### config.mk
export PLATFORM = sky130hd
export DESIGN_NAME = zero_crossing_phase_timer
export DESIGN_NICKNAME = d
export VERILOG_FILES = /design/src/rtl/zcpt_pkg.sv /design/src/rtl/zcpt_div.sv /design/src/rtl/zcpt_front.sv /design/src/rtl/zcpt_back.sv /design/src/rtl/zero_crossing_phase_timer.sv
export SDC_FILE = /design/constraint.sdc
export NUM_CORES = 2
export LEC_CHECK = 0
export ABC_AREA = 1
export BUFFER_PORTS_ARGS = -buffer_cell sky130_fd_sc_hd__buf_2
export CAP_MARGIN = 20
export CORE_ASPECT_RATIO = 0.5
export CORE_MARGIN = 5
export CORE_UTILIZATION = 66
export CTS_CLUSTER_DIAMETER = 200
export DETAILED_ROUTE_END_ITERATION = 12
export GPL_ROUTABILITY_DRIVEN = 0
export PLACE_DENSITY = 0.84
export SYNTH_ARGS = -nofsm -noshare
export SYNTH_HDL_FRONTEND = slang
export SYNTH_SLANG_ARGS = --single-unit
### constraint.sdc
create_clock -name aclk -period 19.6 [get_ports aclk]
set_input_delay 2.94 -clock aclk [delete_from_list [all_inputs] [get_ports aclk]]
set_output_delay 2.94 -clock aclk [all_outputs]
set_load 0.02 [all_outputs]
### src/rtl/zcpt_pkg.sv
`default_nettype none
package zcpt_pkg;

    // field widths
    localparam int unsigned LEVEL_W  = 12;
    localparam int unsigned TIME_W   = 32;
    localparam int unsigned PERIOD_W = 20;
    localparam int unsigned BYTE_W   = 8;
    localparam int unsigned CMD_W    = 2;
    localparam int unsigned CFG_W    = 20;
    localparam int unsigned CFG_IDX_W = 2;
    localparam int unsigned S_DATA_W = 88;
    localparam int unsigned S_USER_W = 2;
    localparam int unsigned M_DATA_W = 128;
    localparam int unsigned M_USER_W = 2;

    // command codes on the input side
    localparam logic [CMD_W-1:0] CMD_SAMPLE = 2'd0;
    localparam logic [CMD_W-1:0] CMD_MARK   = 2'd1;
    localparam logic [CMD_W-1:0] CMD_PACKET = 2'd2;

    // register indexes
    localparam logic [CFG_IDX_W-1:0] CFG_ZERO_LEVEL   = 2'd0;
    localparam logic [CFG_IDX_W-1:0] CFG_PERIOD_US    = 2'd1;
    localparam logic [CFG_IDX_W-1:0] CFG_HEADER_BYTE  = 2'd2;
    localparam logic [CFG_IDX_W-1:0] CFG_WINDOW_START = 2'd3;

    // register reset values
    localparam logic [LEVEL_W-1:0]  ZERO_LEVEL_RST   = 12'd1982;
    localparam logic [PERIOD_W-1:0] PERIOD_US_RST    = 20'd20000;
    localparam logic [BYTE_W-1:0]   HEADER_BYTE_RST  = 8'hAA;
    localparam logic [LEVEL_W-1:0]  WINDOW_START_RST = 12'd2048;

    // classified request kinds
    typedef enum logic [1:0] {
        KIND_SAMPLE = 2'd0,
        KIND_MARK   = 2'd1,
        KIND_PACKET = 2'd2,
        KIND_NONE   = 2'd3
    } kind_t;

    // request handed from front to back
    typedef struct packed {
        kind_t               kind;
        logic [LEVEL_W-1:0]  sample;
        logic [TIME_W-1:0]   time_us;
    } req_t;

    // result item
    typedef struct packed {
        logic [LEVEL_W-1:0]  filtered;
        logic                crossing;
        logic [TIME_W-1:0]   crossing_interval;
        logic                packet_ok;
        logic [PERIOD_W-1:0] phase_offset;
        logic [TIME_W-1:0]   whole_periods;
        logic [TIME_W-1:0]   latency_us;
    } res_t;

    // divider start request
    typedef struct packed {
        logic                start;
        logic [TIME_W-1:0]   dividend;
        logic [PERIOD_W-1:0] divisor;
    } div_req_t;

    // divider response
    typedef struct packed {
        logic                done;
        logic [TIME_W-1:0]   quotient;
        logic [PERIOD_W-1:0] remainder;
    } div_rsp_t;

endpackage
`default_nettype wire

### src/rtl/zcpt_div.sv
`default_nettype none
module zcpt_div
    import zcpt_pkg::*;
(
    input  wire logic     aclk,
    input  wire logic     aresetn,
    input  wire div_req_t req,
    output div_rsp_t      rsp
);

    localparam int unsigned CNT_W = $clog2(TIME_W);

    logic                busy_reg, busy_next;
    logic                done_reg, done_next;
    logic [CNT_W-1:0]    cnt_reg, cnt_next;
    logic [TIME_W-1:0]   quo_reg, quo_next;
    logic [PERIOD_W-1:0] rem_reg, rem_next;
    logic [PERIOD_W-1:0] dsr_reg, dsr_next;
    logic [PERIOD_W:0]   rem_shift;
    logic [PERIOD_W:0]   rem_diff;
    logic                fits;

    // one restoring step per cycle, quotient bits shift in from the right
    assign rem_shift = {rem_reg, quo_reg[TIME_W-1]};
    assign rem_diff  = rem_shift - {1'b0, dsr_reg};
    assign fits      = (rem_shift >= {1'b0, dsr_reg});

    always_comb begin
        busy_next = busy_reg;
        done_next = 1'b0;
        cnt_next  = cnt_reg;
        quo_next  = quo_reg;
        rem_next  = rem_reg;
        dsr_next  = dsr_reg;
        if (req.start) begin
            busy_next = 1'b1;
            cnt_next  = '0;
            quo_next  = req.dividend;
            rem_next  = '0;
            dsr_next  = req.divisor;
        end else if (busy_reg) begin
            quo_next = {quo_reg[TIME_W-2:0], fits};
            rem_next = fits ? rem_diff[PERIOD_W-1:0] : rem_shift[PERIOD_W-1:0];
            cnt_next = cnt_reg + 1'b1;
            if (cnt_reg == CNT_W'(TIME_W - 1)) begin
                busy_next = 1'b0;
                done_next = 1'b1;
            end
        end
    end

    always_ff @(posedge aclk) begin
        if (!aresetn) begin
            busy_reg <= 1'b0;
            done_reg <= 1'b0;
            cnt_reg  <= '0;
        end else begin
            busy_reg <= busy_next;
            done_reg <= done_next;
            cnt_reg  <= cnt_next;
        end
        quo_reg <= quo_next;
        rem_reg <= rem_next;
        dsr_reg <= dsr_next;
    end

    assign rsp.done      = done_reg;
    assign rsp.quotient  = quo_reg;
    assign rsp.remainder = rem_reg;

endmodule
`default_nettype wire

### src/rtl/zcpt_front.sv
`default_nettype none
module zcpt_front
    import zcpt_pkg::*;
(
    input  wire logic                aclk,
    input  wire logic                aresetn,
    input  wire logic [BYTE_W-1:0]   header_byte,
    input  wire logic                s_tvalid,
    output logic                     s_tready,
    input  wire logic [S_DATA_W-1:0] s_tdata,
    input  wire logic [S_USER_W-1:0] s_tuser,
    output logic                     q_valid,
    input  wire logic                q_ready,
    output req_t                     q_req
);

    localparam int unsigned DEPTH = 2;

    logic [BYTE_W-1:0] b0, b1, b2, b3, b4;
    logic [BYTE_W-1:0] byte_sum;
    logic              pkt_good;
    req_t              in_req;
    req_t              q_mem_reg [DEPTH];
    logic              wr_ptr_reg, wr_ptr_next;
    logic              rd_ptr_reg, rd_ptr_next;
    logic [1:0]        count_reg, count_next;
    logic              push, pop;

    // unpack the packet bytes
    assign b0 = s_tdata[44 +: BYTE_W];
    assign b1 = s_tdata[52 +: BYTE_W];
    assign b2 = s_tdata[60 +: BYTE_W];
    assign b3 = s_tdata[68 +: BYTE_W];
    assign b4 = s_tdata[76 +: BYTE_W];

    // header and checksum check
    assign byte_sum = b0 + b1 + b2 + b3;
    assign pkt_good = (b0 == header_byte) && (byte_sum == b4);

    // classify the request
    always_comb begin
        in_req.sample  = s_tdata[0 +: LEVEL_W];
        in_req.time_us = s_tdata[LEVEL_W +: TIME_W];
        case (s_tuser)
            CMD_SAMPLE: in_req.kind = KIND_SAMPLE;
            CMD_MARK:   in_req.kind = KIND_MARK;
            CMD_PACKET: in_req.kind = pkt_good ? KIND_PACKET : KIND_NONE;
            default:    in_req.kind = KIND_NONE;
        endcase
    end

    // two-entry queue toward the back end
    assign s_tready = (count_reg != 2'(DEPTH));
    assign q_valid  = (count_reg != 2'd0);
    assign q_req    = q_mem_reg[rd_ptr_reg];
    assign push     = s_tvalid && s_tready;
    assign pop      = q_valid && q_ready;

    always_comb begin
        wr_ptr_next = push ? ~wr_ptr_reg : wr_ptr_reg;
        rd_ptr_next = pop ? ~rd_ptr_reg : rd_ptr_reg;
        count_next  = count_reg + 2'(push) - 2'(pop);
    end

    always_ff @(posedge aclk) begin
        if (!aresetn) begin
            wr_ptr_reg <= 1'b0;
            rd_ptr_reg <= 1'b0;
            count_reg  <= 2'd0;
        end else begin
            wr_ptr_reg <= wr_ptr_next;
            rd_ptr_reg <= rd_ptr_next;
            count_reg  <= count_next;
        end
        if (push) begin
            q_mem_reg[wr_ptr_reg] <= in_req;
        end
    end

endmodule
`default_nettype wire

### src/rtl/zcpt_back.sv
`default_nettype none
module zcpt_back
    import zcpt_pkg::*;
#(
    parameter int unsigned TAPS = 5
) (
    input  wire logic                aclk,
    input  wire logic                aresetn,
    input  wire logic [LEVEL_W-1:0]  zero_level,
    input  wire logic [PERIOD_W-1:0] period_us,
    input  wire logic                preset,
    input  wire logic [LEVEL_W-1:0]  preset_value,
    input  wire logic                q_valid,
    output logic                     q_ready,
    input  wire req_t                q_req,
    output div_req_t                 div_req,
    input  wire div_rsp_t            div_rsp,
    output logic                     out_valid,
    input  wire logic                out_ready,
    output res_t                     out_res
);

    localparam int unsigned SUM_W  = LEVEL_W + $clog2(TAPS);
    localparam int unsigned SLOT_W = (TAPS > 1) ? $clog2(TAPS) : 1;
    // exact divide by TAPS: floor(sum * ceil(2^K / TAPS) / 2^K)
    localparam int unsigned AVG_K  = SUM_W + $clog2(TAPS);
    localparam longint unsigned AVG_M = ((64'd1 << AVG_K) + 64'(TAPS) - 64'd1) / 64'(TAPS);
    localparam int unsigned PROD_W = SUM_W + AVG_K + 1;

    typedef enum logic [4:0] {
        ST_IDLE  = 5'b00001,
        ST_AVG   = 5'b00010,
        ST_CROSS = 5'b00100,
        ST_DIV   = 5'b01000,
        ST_DONE  = 5'b10000
    } state_t;

    state_t              state_reg, state_next;
    logic [LEVEL_W-1:0]  window_reg [TAPS];
    logic [LEVEL_W-1:0]  window_next [TAPS];
    logic [SUM_W-1:0]    sum_reg, sum_next;
    logic [SLOT_W-1:0]   slot_reg, slot_next;
    logic [LEVEL_W-1:0]  avg_reg, avg_next;
    logic [LEVEL_W-1:0]  prev_reg, prev_next;
    logic [TIME_W-1:0]   last_cross_reg, last_cross_next;
    logic [TIME_W-1:0]   gap_reg, gap_next;
    logic [TIME_W-1:0]   mark_reg, mark_next;
    logic [TIME_W-1:0]   now_reg, now_next;
    logic                cross_reg, cross_next;
    logic                ok_reg, ok_next;
    logic [PERIOD_W-1:0] phase_reg, phase_next;
    logic [TIME_W-1:0]   periods_reg, periods_next;
    logic [TIME_W-1:0]   lat_reg, lat_next;
    logic                period_zero_reg, period_zero_next;
    logic                out_valid_reg, out_valid_next;
    res_t                out_res_reg, out_res_next;
    logic [PROD_W-1:0]   avg_prod;
    logic                out_free;

    // registered sum times the reciprocal
    assign avg_prod = PROD_W'(sum_reg) * PROD_W'(AVG_M);
    assign out_free = !out_valid_reg || out_ready;
    assign q_ready  = (state_reg == ST_IDLE);

    always_comb begin
        state_next       = state_reg;
        window_next      = window_reg;
        sum_next         = sum_reg;
        slot_next        = slot_reg;
        avg_next         = avg_reg;
        prev_next        = prev_reg;
        last_cross_next  = last_cross_reg;
        gap_next         = gap_reg;
        mark_next        = mark_reg;
        now_next         = now_reg;
        cross_next       = cross_reg;
        ok_next          = ok_reg;
        phase_next       = phase_reg;
        periods_next     = periods_reg;
        lat_next         = lat_reg;
        period_zero_next = period_zero_reg;
        out_res_next     = out_res_reg;
        out_valid_next   = out_valid_reg && !out_ready;
        div_req.start    = 1'b0;
        div_req.dividend = q_req.time_us - last_cross_reg;
        div_req.divisor  = period_us;

        case (state_reg)
            // take a request and start its work
            ST_IDLE: begin
                if (q_valid) begin
                    cross_next   = 1'b0;
                    ok_next      = 1'b0;
                    phase_next   = '0;
                    periods_next = '0;
                    lat_next     = '0;
                    now_next     = q_req.time_us;
                    case (q_req.kind)
                        KIND_SAMPLE: begin
                            sum_next = sum_reg - SUM_W'(window_reg[slot_reg])
                                       + SUM_W'(q_req.sample);
                            window_next[slot_reg] = q_req.sample;
                            slot_next  = (slot_reg == SLOT_W'(TAPS - 1)) ? '0
                                                                          : slot_reg + 1'b1;
                            state_next = ST_AVG;
                        end
                        KIND_MARK: begin
                            mark_next  = q_req.time_us;
                            state_next = ST_DONE;
                        end
                        KIND_PACKET: begin
                            ok_next          = 1'b1;
                            lat_next         = q_req.time_us - mark_reg;
                            period_zero_next = (period_us == '0);
                            div_req.start    = 1'b1;
                            state_next       = ST_DIV;
                        end
                        default: begin
                            state_next = ST_DONE;
                        end
                    endcase
                end
            end
            // new moving average
            ST_AVG: begin
                avg_next   = avg_prod[AVG_K +: LEVEL_W];
                state_next = ST_CROSS;
            end
            // rising crossing of the zero level
            ST_CROSS: begin
                if ((avg_reg != '0) && (prev_reg != '0) && (prev_reg <= zero_level)
                    && (avg_reg > zero_level)) begin
                    cross_next      = 1'b1;
                    gap_next        = now_reg - last_cross_reg;
                    last_cross_next = now_reg;
                end
                prev_next  = avg_reg;
                state_next = ST_DONE;
            end
            // phase and whole periods from the divider
            ST_DIV: begin
                if (div_rsp.done) begin
                    phase_next   = period_zero_reg ? '0 : div_rsp.remainder;
                    periods_next = div_rsp.quotient;
                    state_next   = ST_DONE;
                end
            end
            // hand the result to the output register
            ST_DONE: begin
                if (out_free) begin
                    out_res_next.filtered          = avg_reg;
                    out_res_next.crossing          = cross_reg;
                    out_res_next.crossing_interval = gap_reg;
                    out_res_next.packet_ok         = ok_reg;
                    out_res_next.phase_offset      = phase_reg;
                    out_res_next.whole_periods     = periods_reg;
                    out_res_next.latency_us        = lat_reg;
                    out_valid_next                 = 1'b1;
                    state_next                     = ST_IDLE;
                end
            end
            default: begin
                state_next = ST_IDLE;
            end
        endcase

        // window refill on a window_start write
        if (preset) begin
            for (int i = 0; i < int'(TAPS); i++) begin
                window_next[i] = preset_value;
            end
            sum_next  = SUM_W'(TAPS) * SUM_W'(preset_value);
            slot_next = '0;
            avg_next  = preset_value;
        end
    end

    always_ff @(posedge aclk) begin
        if (!aresetn) begin
            state_reg      <= ST_IDLE;
            for (int i = 0; i < int'(TAPS); i++) begin
                window_reg[i] <= WINDOW_START_RST;
            end
            sum_reg        <= SUM_W'(TAPS) * SUM_W'(WINDOW_START_RST);
            slot_reg       <= '0;
            avg_reg        <= WINDOW_START_RST;
            prev_reg       <= '0;
            last_cross_reg <= '0;
            gap_reg        <= '0;
            mark_reg       <= '0;
            out_valid_reg  <= 1'b0;
        end else begin
            state_reg      <= state_next;
            window_reg     <= window_next;
            sum_reg        <= sum_next;
            slot_reg       <= slot_next;
            avg_reg        <= avg_next;
            prev_reg       <= prev_next;
            last_cross_reg <= last_cross_next;
            gap_reg        <= gap_next;
            mark_reg       <= mark_next;
            out_valid_reg  <= out_valid_next;
        end
        now_reg         <= now_next;
        cross_reg       <= cross_next;
        ok_reg          <= ok_next;
        phase_reg       <= phase_next;
        periods_reg     <= periods_next;
        lat_reg         <= lat_next;
        period_zero_reg <= period_zero_next;
        out_res_reg     <= out_res_next;
    end

    assign out_valid = out_valid_reg;
    assign out_res   = out_res_reg;

endmodule
`default_nettype wire

### src/rtl/zero_crossing_phase_timer.sv
// channel  dir  handshake              payload
// s_       in   s_tvalid / s_tready    s_tdata (88 bits), s_tuser (command)
// m_       out  m_tvalid / m_tready    m_tdata (128 bits), m_tuser (flags)
// cfg_     in   cfg_valid / cfg_ready  cfg_index (2 bits), cfg_data (20 bits)
//
// a sample request goes through the average and crossing states, a transmit
// mark or ignored request to done, a good packet to the 32-step divider
// reset is synchronous on aresetn low: registers to defaults, window preset
// a two-entry request queue lets the input keep accepting while the back end
// works or m_tready holds the output, until full; cfg_ready is always high
`default_nettype none
module zero_crossing_phase_timer
    import zcpt_pkg::*;
#(
    parameter int unsigned TAPS = 5
) (
    input  wire logic                 aclk,
    input  wire logic                 aresetn,
    input  wire logic                 s_tvalid,
    output logic                      s_tready,
    // sample[11:0], time_us[43:12], byte_zero[51:44], byte_one[59:52],
    // byte_two[67:60], byte_three[75:68], byte_four[83:76], zero fill
    input  wire logic [S_DATA_W-1:0]  s_tdata,
    // command[1:0]
    input  wire logic [S_USER_W-1:0]  s_tuser,
    output logic                      m_tvalid,
    input  wire logic                 m_tready,
    // filtered[11:0], crossing_interval[43:12], phase_offset[63:44],
    // whole_periods[95:64], latency_us[127:96]
    output logic [M_DATA_W-1:0]       m_tdata,
    // crossing[0], packet_ok[1]
    output logic [M_USER_W-1:0]       m_tuser,
    input  wire logic                 cfg_valid,
    output logic                      cfg_ready,
    input  wire logic [CFG_IDX_W-1:0] cfg_index,
    input  wire logic [CFG_W-1:0]     cfg_data
);

    logic [LEVEL_W-1:0]  zero_level_reg;
    logic [PERIOD_W-1:0] period_us_reg;
    logic [BYTE_W-1:0]   header_byte_reg;
    logic                cfg_write;
    logic                preset;
    logic                q_valid, q_ready;
    req_t                q_req;
    div_req_t            div_req;
    div_rsp_t            div_rsp;
    res_t                out_res;

    // register writes
    assign cfg_ready = 1'b1;
    assign cfg_write = cfg_valid && cfg_ready;
    assign preset    = cfg_write && (cfg_index == CFG_WINDOW_START);

    always_ff @(posedge aclk) begin
        if (!aresetn) begin
            zero_level_reg  <= ZERO_LEVEL_RST;
            period_us_reg   <= PERIOD_US_RST;
            header_byte_reg <= HEADER_BYTE_RST;
        end else if (cfg_write) begin
            case (cfg_index)
                CFG_ZERO_LEVEL:  zero_level_reg  <= cfg_data[LEVEL_W-1:0];
                CFG_PERIOD_US:   period_us_reg   <= cfg_data[PERIOD_W-1:0];
                CFG_HEADER_BYTE: header_byte_reg <= cfg_data[BYTE_W-1:0];
                default: begin
                end
            endcase
        end
    end

    // request classification and queue
    zcpt_front u_front (
        .aclk        (aclk),
        .aresetn     (aresetn),
        .header_byte (header_byte_reg),
        .s_tvalid    (s_tvalid),
        .s_tready    (s_tready),
        .s_tdata     (s_tdata),
        .s_tuser     (s_tuser),
        .q_valid     (q_valid),
        .q_ready     (q_ready),
        .q_req       (q_req)
    );

    // filter, crossing tracking and result register
    zcpt_back #(
        .TAPS (TAPS)
    ) u_back (
        .aclk         (aclk),
        .aresetn      (aresetn),
        .zero_level   (zero_level_reg),
        .period_us    (period_us_reg),
        .preset       (preset),
        .preset_value (cfg_data[LEVEL_W-1:0]),
        .q_valid      (q_valid),
        .q_ready      (q_ready),
        .q_req        (q_req),
        .div_req      (div_req),
        .div_rsp      (div_rsp),
        .out_valid    (m_tvalid),
        .out_ready    (m_tready),
        .out_res      (out_res)
    );

    // elapsed time over the period
    zcpt_div u_div (
        .aclk    (aclk),
        .aresetn (aresetn),
        .req     (div_req),
        .rsp     (div_rsp)
    );

    // result packing
    assign m_tdata = {out_res.latency_us, out_res.whole_periods, out_res.phase_offset,
                      out_res.crossing_interval, out_res.filtered};
    assign m_tuser = {out_res.packet_ok, out_res.crossing};

endmodule
`default_nettype wire
After elaboration in Yosys (flattened, before gate mapping)
Memories as Yosys holds them, arrays and structs flattened. A register that Yosys moved wholly into a read port is not among the register bits.
Index checks and enable logic that the tools add are counted.
- magnitude comparators: 5
- add/sub/neg operators: 13
- equal/unequal tests: 21
- bitwise operators: 5
- muxes and demuxes: 50
- reductions and logical operators: 42
- multipliers: 2
- operators by type and width (cell ; number):
    60-bit 2-to-1 mux ; 4
    32-bit 2-to-1 mux ; 4
    32-bit subtractor ; 3
    20-bit 2-to-1 mux ; 4
    32-bit one-hot mux with 2 select lines ; 1
    60-bit bitwise mux ; 1
    12-bit 2-to-1 mux ; 5
    15-bit 2-to-1 mux ; 4
    20-bit one-hot mux with 2 select lines ; 1
    12-bit binary-select mux with 3-bit select ; 1
    12-bit demux with 3-bit select ; 1
    15-bit by 16-bit multiplier with 30-bit output (second input constant) ; 1
    5-bit one-hot mux with 5 select lines ; 1
    8-bit adder ; 3
    12-bit nonzero test ; 2
    21-bit by 20-bit >= comparator with 1-bit output ; 1
    3-bit AND reduction ; 7
    20-bit logical NOT ; 1
    20-bit subtractor ; 1
    8-bit equality test ; 2
    1-bit 2-to-1 mux ; 16
    2-bit nonzero test ; 8
    15-bit by 12-bit adder with 15-bit output ; 1
    3-bit by 12-bit multiplier with 15-bit output (first input constant) ; 1
    other kinds (33) ; 64
- word-level logic and storage cells: 179
- bits in writable memories: 92
- register bits: 576
- memories kept: 1
- memory list (memory ; words ; bits a word ; rd ports ; clocked after memory_dff ; wr ports ; line ; source):
    u_front.q_mem_reg ; 2 ; 46 ; 1 ; 1 ; 1 ; zcpt_front.sv:23 ; req_t q_mem_reg [DEPTH];

Depth between registers and ports, before layout
- depth in word-level cells: 10
- mapped depth: 25

Hierarchy
Synthesis repeated with hierarchy kept, for this count alone.
- cell total of the unflattened synthesis: 4670
- area total of the unflattened synthesis: 39261.4 µm²
- modules (own cells, without submodules) (module ; times used ; area an instance (µm²) ; cells an instance):
    zcpt_back ; 1 ; 28441.0 ; 3496
    zcpt_div ; 1 ; 4683.2 ; 615
    zcpt_front ; 1 ; 4508.1 ; 332
    zero_crossing_phase_timer ; 1 ; 1629.1 ; 227

Worst setup path after synthesis
Ideal clock, no wire load.
- path kind: input to register
- from: input m_tready
- to: register u_back.out_res_reg (netlist bit u_back.out_res[0]), enable pin
- buffers on the path: 0
- data required time: 18.937 ns
- cell stages on the path: 2
- slack: 9.672 ns
- arrival time: 9.265 ns
- path through: inv_1 -> a21oi_1
- word-level cells in the longest chain between the ends: 2
- RTL lines (what ; line ; source):
    start, declared ; zero_crossing_phase_timer.sv:27 ; input wire logic m_tready,
    1-bit logical OR ; zcpt_back.sv:62 ; assign out_free = !out_valid_reg || out_ready;
    2-bit AND reduction (no source line) ; - ;
    end signal, assigned ; zcpt_back.sv:211 ; out_res_reg <= out_res_next;
    end, declared ; zcpt_back.sv:56 ; res_t out_res_reg, out_res_next;
Every way passes these cells.
A chain may end at the register's enable or synchronous reset.

==> impl_metrics.ini <==
[outcome]
outcome = finished clean

[synthesis]
synth_top_family_by_area = simple AND/OR/NAND/NOR gates
synth-simple-area-share = 0.198
synthArstFlopShare = 0
synth_cells = 4638
synth-main-ff-cell = edfxtp_1
synth_xor_area_frac = 0.0127
ys_seq_area_frac = 0.447
yosysTopAreaCell = edfxtp_1
synth_warnings = 0
synth_edf_count = 393
synthAdderAreaFrac = 0.140
synth_cell_types = 55
syn-cell-area_um2 = 38700
synth_compound_area_frac = 0.119
synth-seq-cells = 669
synth_top_area_frac = 0.305
syn_area_per_cell_um2 = 8.35
netlist_top_cells_count = 966 x nand2_1, 684 x inv_1, 522 x nor2_1
yosysMostFrequentCell = nand2_1
synthesis.nets = 5136
muxShareOfSynthArea = 0.00284
synth_area_leaders = edfxtp_1 30%, dfxtp_1 14%, ha_1 9.5%

[power]
switchingPower_mw = 3.38
clockPowerShare = 0.165
leakage_nw = 19.0
peakVddDrop_mv = 0.394
seq_power_share = 0.269
internal_power_mw = 3.86
power_density_nw_per_um2 = 170
comb_power_share = 0.566
total_power_mw = 7.25
swShare = 0.467

[floorplanning]
io_pins = 250
dieArea_um2 = 63900
rows = 62
initial_utilization = 0.671
fp.dieH_um = 181
die_w_um = 353
core_um2 = 57700

[worst_setup_path]
critPathBufInv = 3
cp_max_fo = 3
crit_path_frequent_cell = nand2_1
worstSetupPathType = in -> reg
critPathTopFamily = adder cells
crit_arrival_ns = 5.79
slowest_delay_ns = 0.53
cp_cell_sequence = buf_2 > fa_1 > fa_1 > ha_1 > inv_1 > fa_1 > inv_1 > nand2_1 > nand2_1 > nor2_1 > nand2_1 > nor2_1 > nand2_1 > nor2_1 > nand3_1 > nor2_1 > nand2_1 > nand2_1 > nand2_1
critPathRequiredTime_ns = 19.97
slowest_stage = fa_1
end_kind = register
crit_path_start_kind = input pin

[route]
drc = 0
avgViaCountPerCell = 5.85
wirelength_mm = 101
drt-pass1-iter-count = 7
ant_nets = 0
drtIter0Drc = 3637
vias = 33200
wl_per_cell_um = 17.8

[clocking]
cts_tree = yes
cts_made_buffers = 58
cts_resized = 0
htreeDepth = 2
path_clk_slew_ns = 0.07
cts.root.buffer_cell = clkbuf_16
clkLatencyLatePin_ns = 0.64
clockBufferDepth = 3
numClockSinks = 669
holdBufCountCts = 0
postCtsSetupBuffers = 0

[cells_and_area]
largest_reg_flops = 130
final_nets = 5360
regArea_um2 = 17300
multi_input_area_um2 = 18400
fillers = 4146
area_growth_syn_to_layout_pct = 10.2
layout-drive-gt1-share = 0.0835

[grt]
grt_pass1_vias = 32300
antenna_found_initial = 3
grt_max_degree = 106
grt_use_total = 0.309
gr-total-overflow = 0
grt_pass1_wl_mm = 162

[timing]
finalCriticalPeriod_ns = 5.42
relSlewSlack = 0.262
finalClockSkew_ns = 0.0423
final-setup-viol-count = 0
tightest_slew_ns = 1.11
setup_tns_ns = 0
slew_viol_final = 0
rsz0062_at_grt = no
setup_ws_ns = 14.18
fin_crit_sh = 0.277
max_freq_mhz = 184
finalHoldViolCount = 0

[job]
cap_violations = 0

[place]
io_buffers = 244
pre_cts_ws_ns = 13.59
hpwlAfterDp_mm = 75.0

[min_path]
hp-class = reg -> reg
==> per-stage QoR <==
| step | area [um^2] | hold WS (ns) | instances | util |
|---|---|---|---|---|
| 2_1_floorplan | 38700 | 0.400 | 4638 | - |
| 3_3_place_gp | 40700 | 0.401 | 5569 | 0.705 |
| 3_5_place_dp | 40700 | 0.405 | 5569 | 0.705 |
| 4_1_cts | 42700 | 0.404 | 5679 | 0.739 |
| 5_1_grt | 42700 | 0.414 | 5681 | 0.739 |
| 6_report | 42700 | 0.412 | 5683 | 0.740 |
==> final timing paths <==
check                                                        from                                  to  slack (ns)  depth (start not counted)
worst max register to register    u_back.sum_reg[13]$_SDFFE_PN1P_     u_back.avg_reg[10]$_SDFFE_PN0P_       14.36                         21
worst max-delay path                                  s_tdata[45]  u_front.q_mem_reg[1][44]$_DFFE_PP_       14.18                         19
worst min register to register  u_back.phase_reg[6]$_SDFFCE_PP0P_        u_back.out_res[70]$_DFFE_PP_        0.41                          0
worst min-delay path            u_back.phase_reg[6]$_SDFFCE_PP0P_        u_back.out_res[70]$_DFFE_PP_        0.41                          0
==> final cells by class <==
class | count | share of cell area
Antenna cell | 3 | 0.000176
Clock buffer | 83 | 0.0391
Clock inverter | 27 | 0.00727
Inverter | 697 | 0.0614
Multi-Input combinational cell | 3164 | 0.430
Sequential cell | 669 | 0.406
Tap cell | 768 | 0.0225
Timing Repair Buffer | 272 | 0.0336
==> layer usage <==
metal  global-route usage  wire, um  up-vias
met1                0.383     39000    15400
met4                0.155      5710        2
met3               0.0608      9150      407
met5                    0        19        -
li1                     -         -    15800
met2                0.520     47500     1659
==> kinds of logic after synthesis <==
family / count (synthesis)
buffers and inverters: 805
AO/OA/AOI/OAI: 856
multiplexers: 11
other: 1
flip-flops: 669
adder cells (fa/ha/maj): 381
XOR/XNOR: 56
AND/OR/NAND/NOR: 1859
==> cells in the final DEF, fill, tap and decap left out, drive strengths merged, types with 2 or more instances in the layout <==
cell	count
nand2	967
inv	700
nor2	529
edfxtp	393
a21oi	373
o21ai	356
ha	294
dfxtp	276
buf	271
nand3	217
fa	87
clkbuf	84
nand4	52
nor3	41
xor2	31
xnor2	25
o21bai	23
o211ai	20
clkinv	17
a21o	16
or2	13
nor4	13
nand3b	12
o21a	12
mux2i	11
a31oi	11
o22ai	10
o221ai	10
a21boi	8
and2	8
a211oi	6
and3	5
bufinv	5
o311ai	5
diode	3
a22oi	3
a221oi	2
nor3b	2
clkinvlp	2
==> power groups by stage <==
stage	logic, mW	clock network [mW]	registers (mW)
final	4.10	1.20	1.95
after detailed placement	3.97	0	1.97
after global routing	4.59	1.27	1.97
after floorplan	2.90	0	1.99
after global placement	3.84	0	1.96
after CTS	4.01	1.20	1.95
Note: power is estimated with default switching activity, not from simulation.
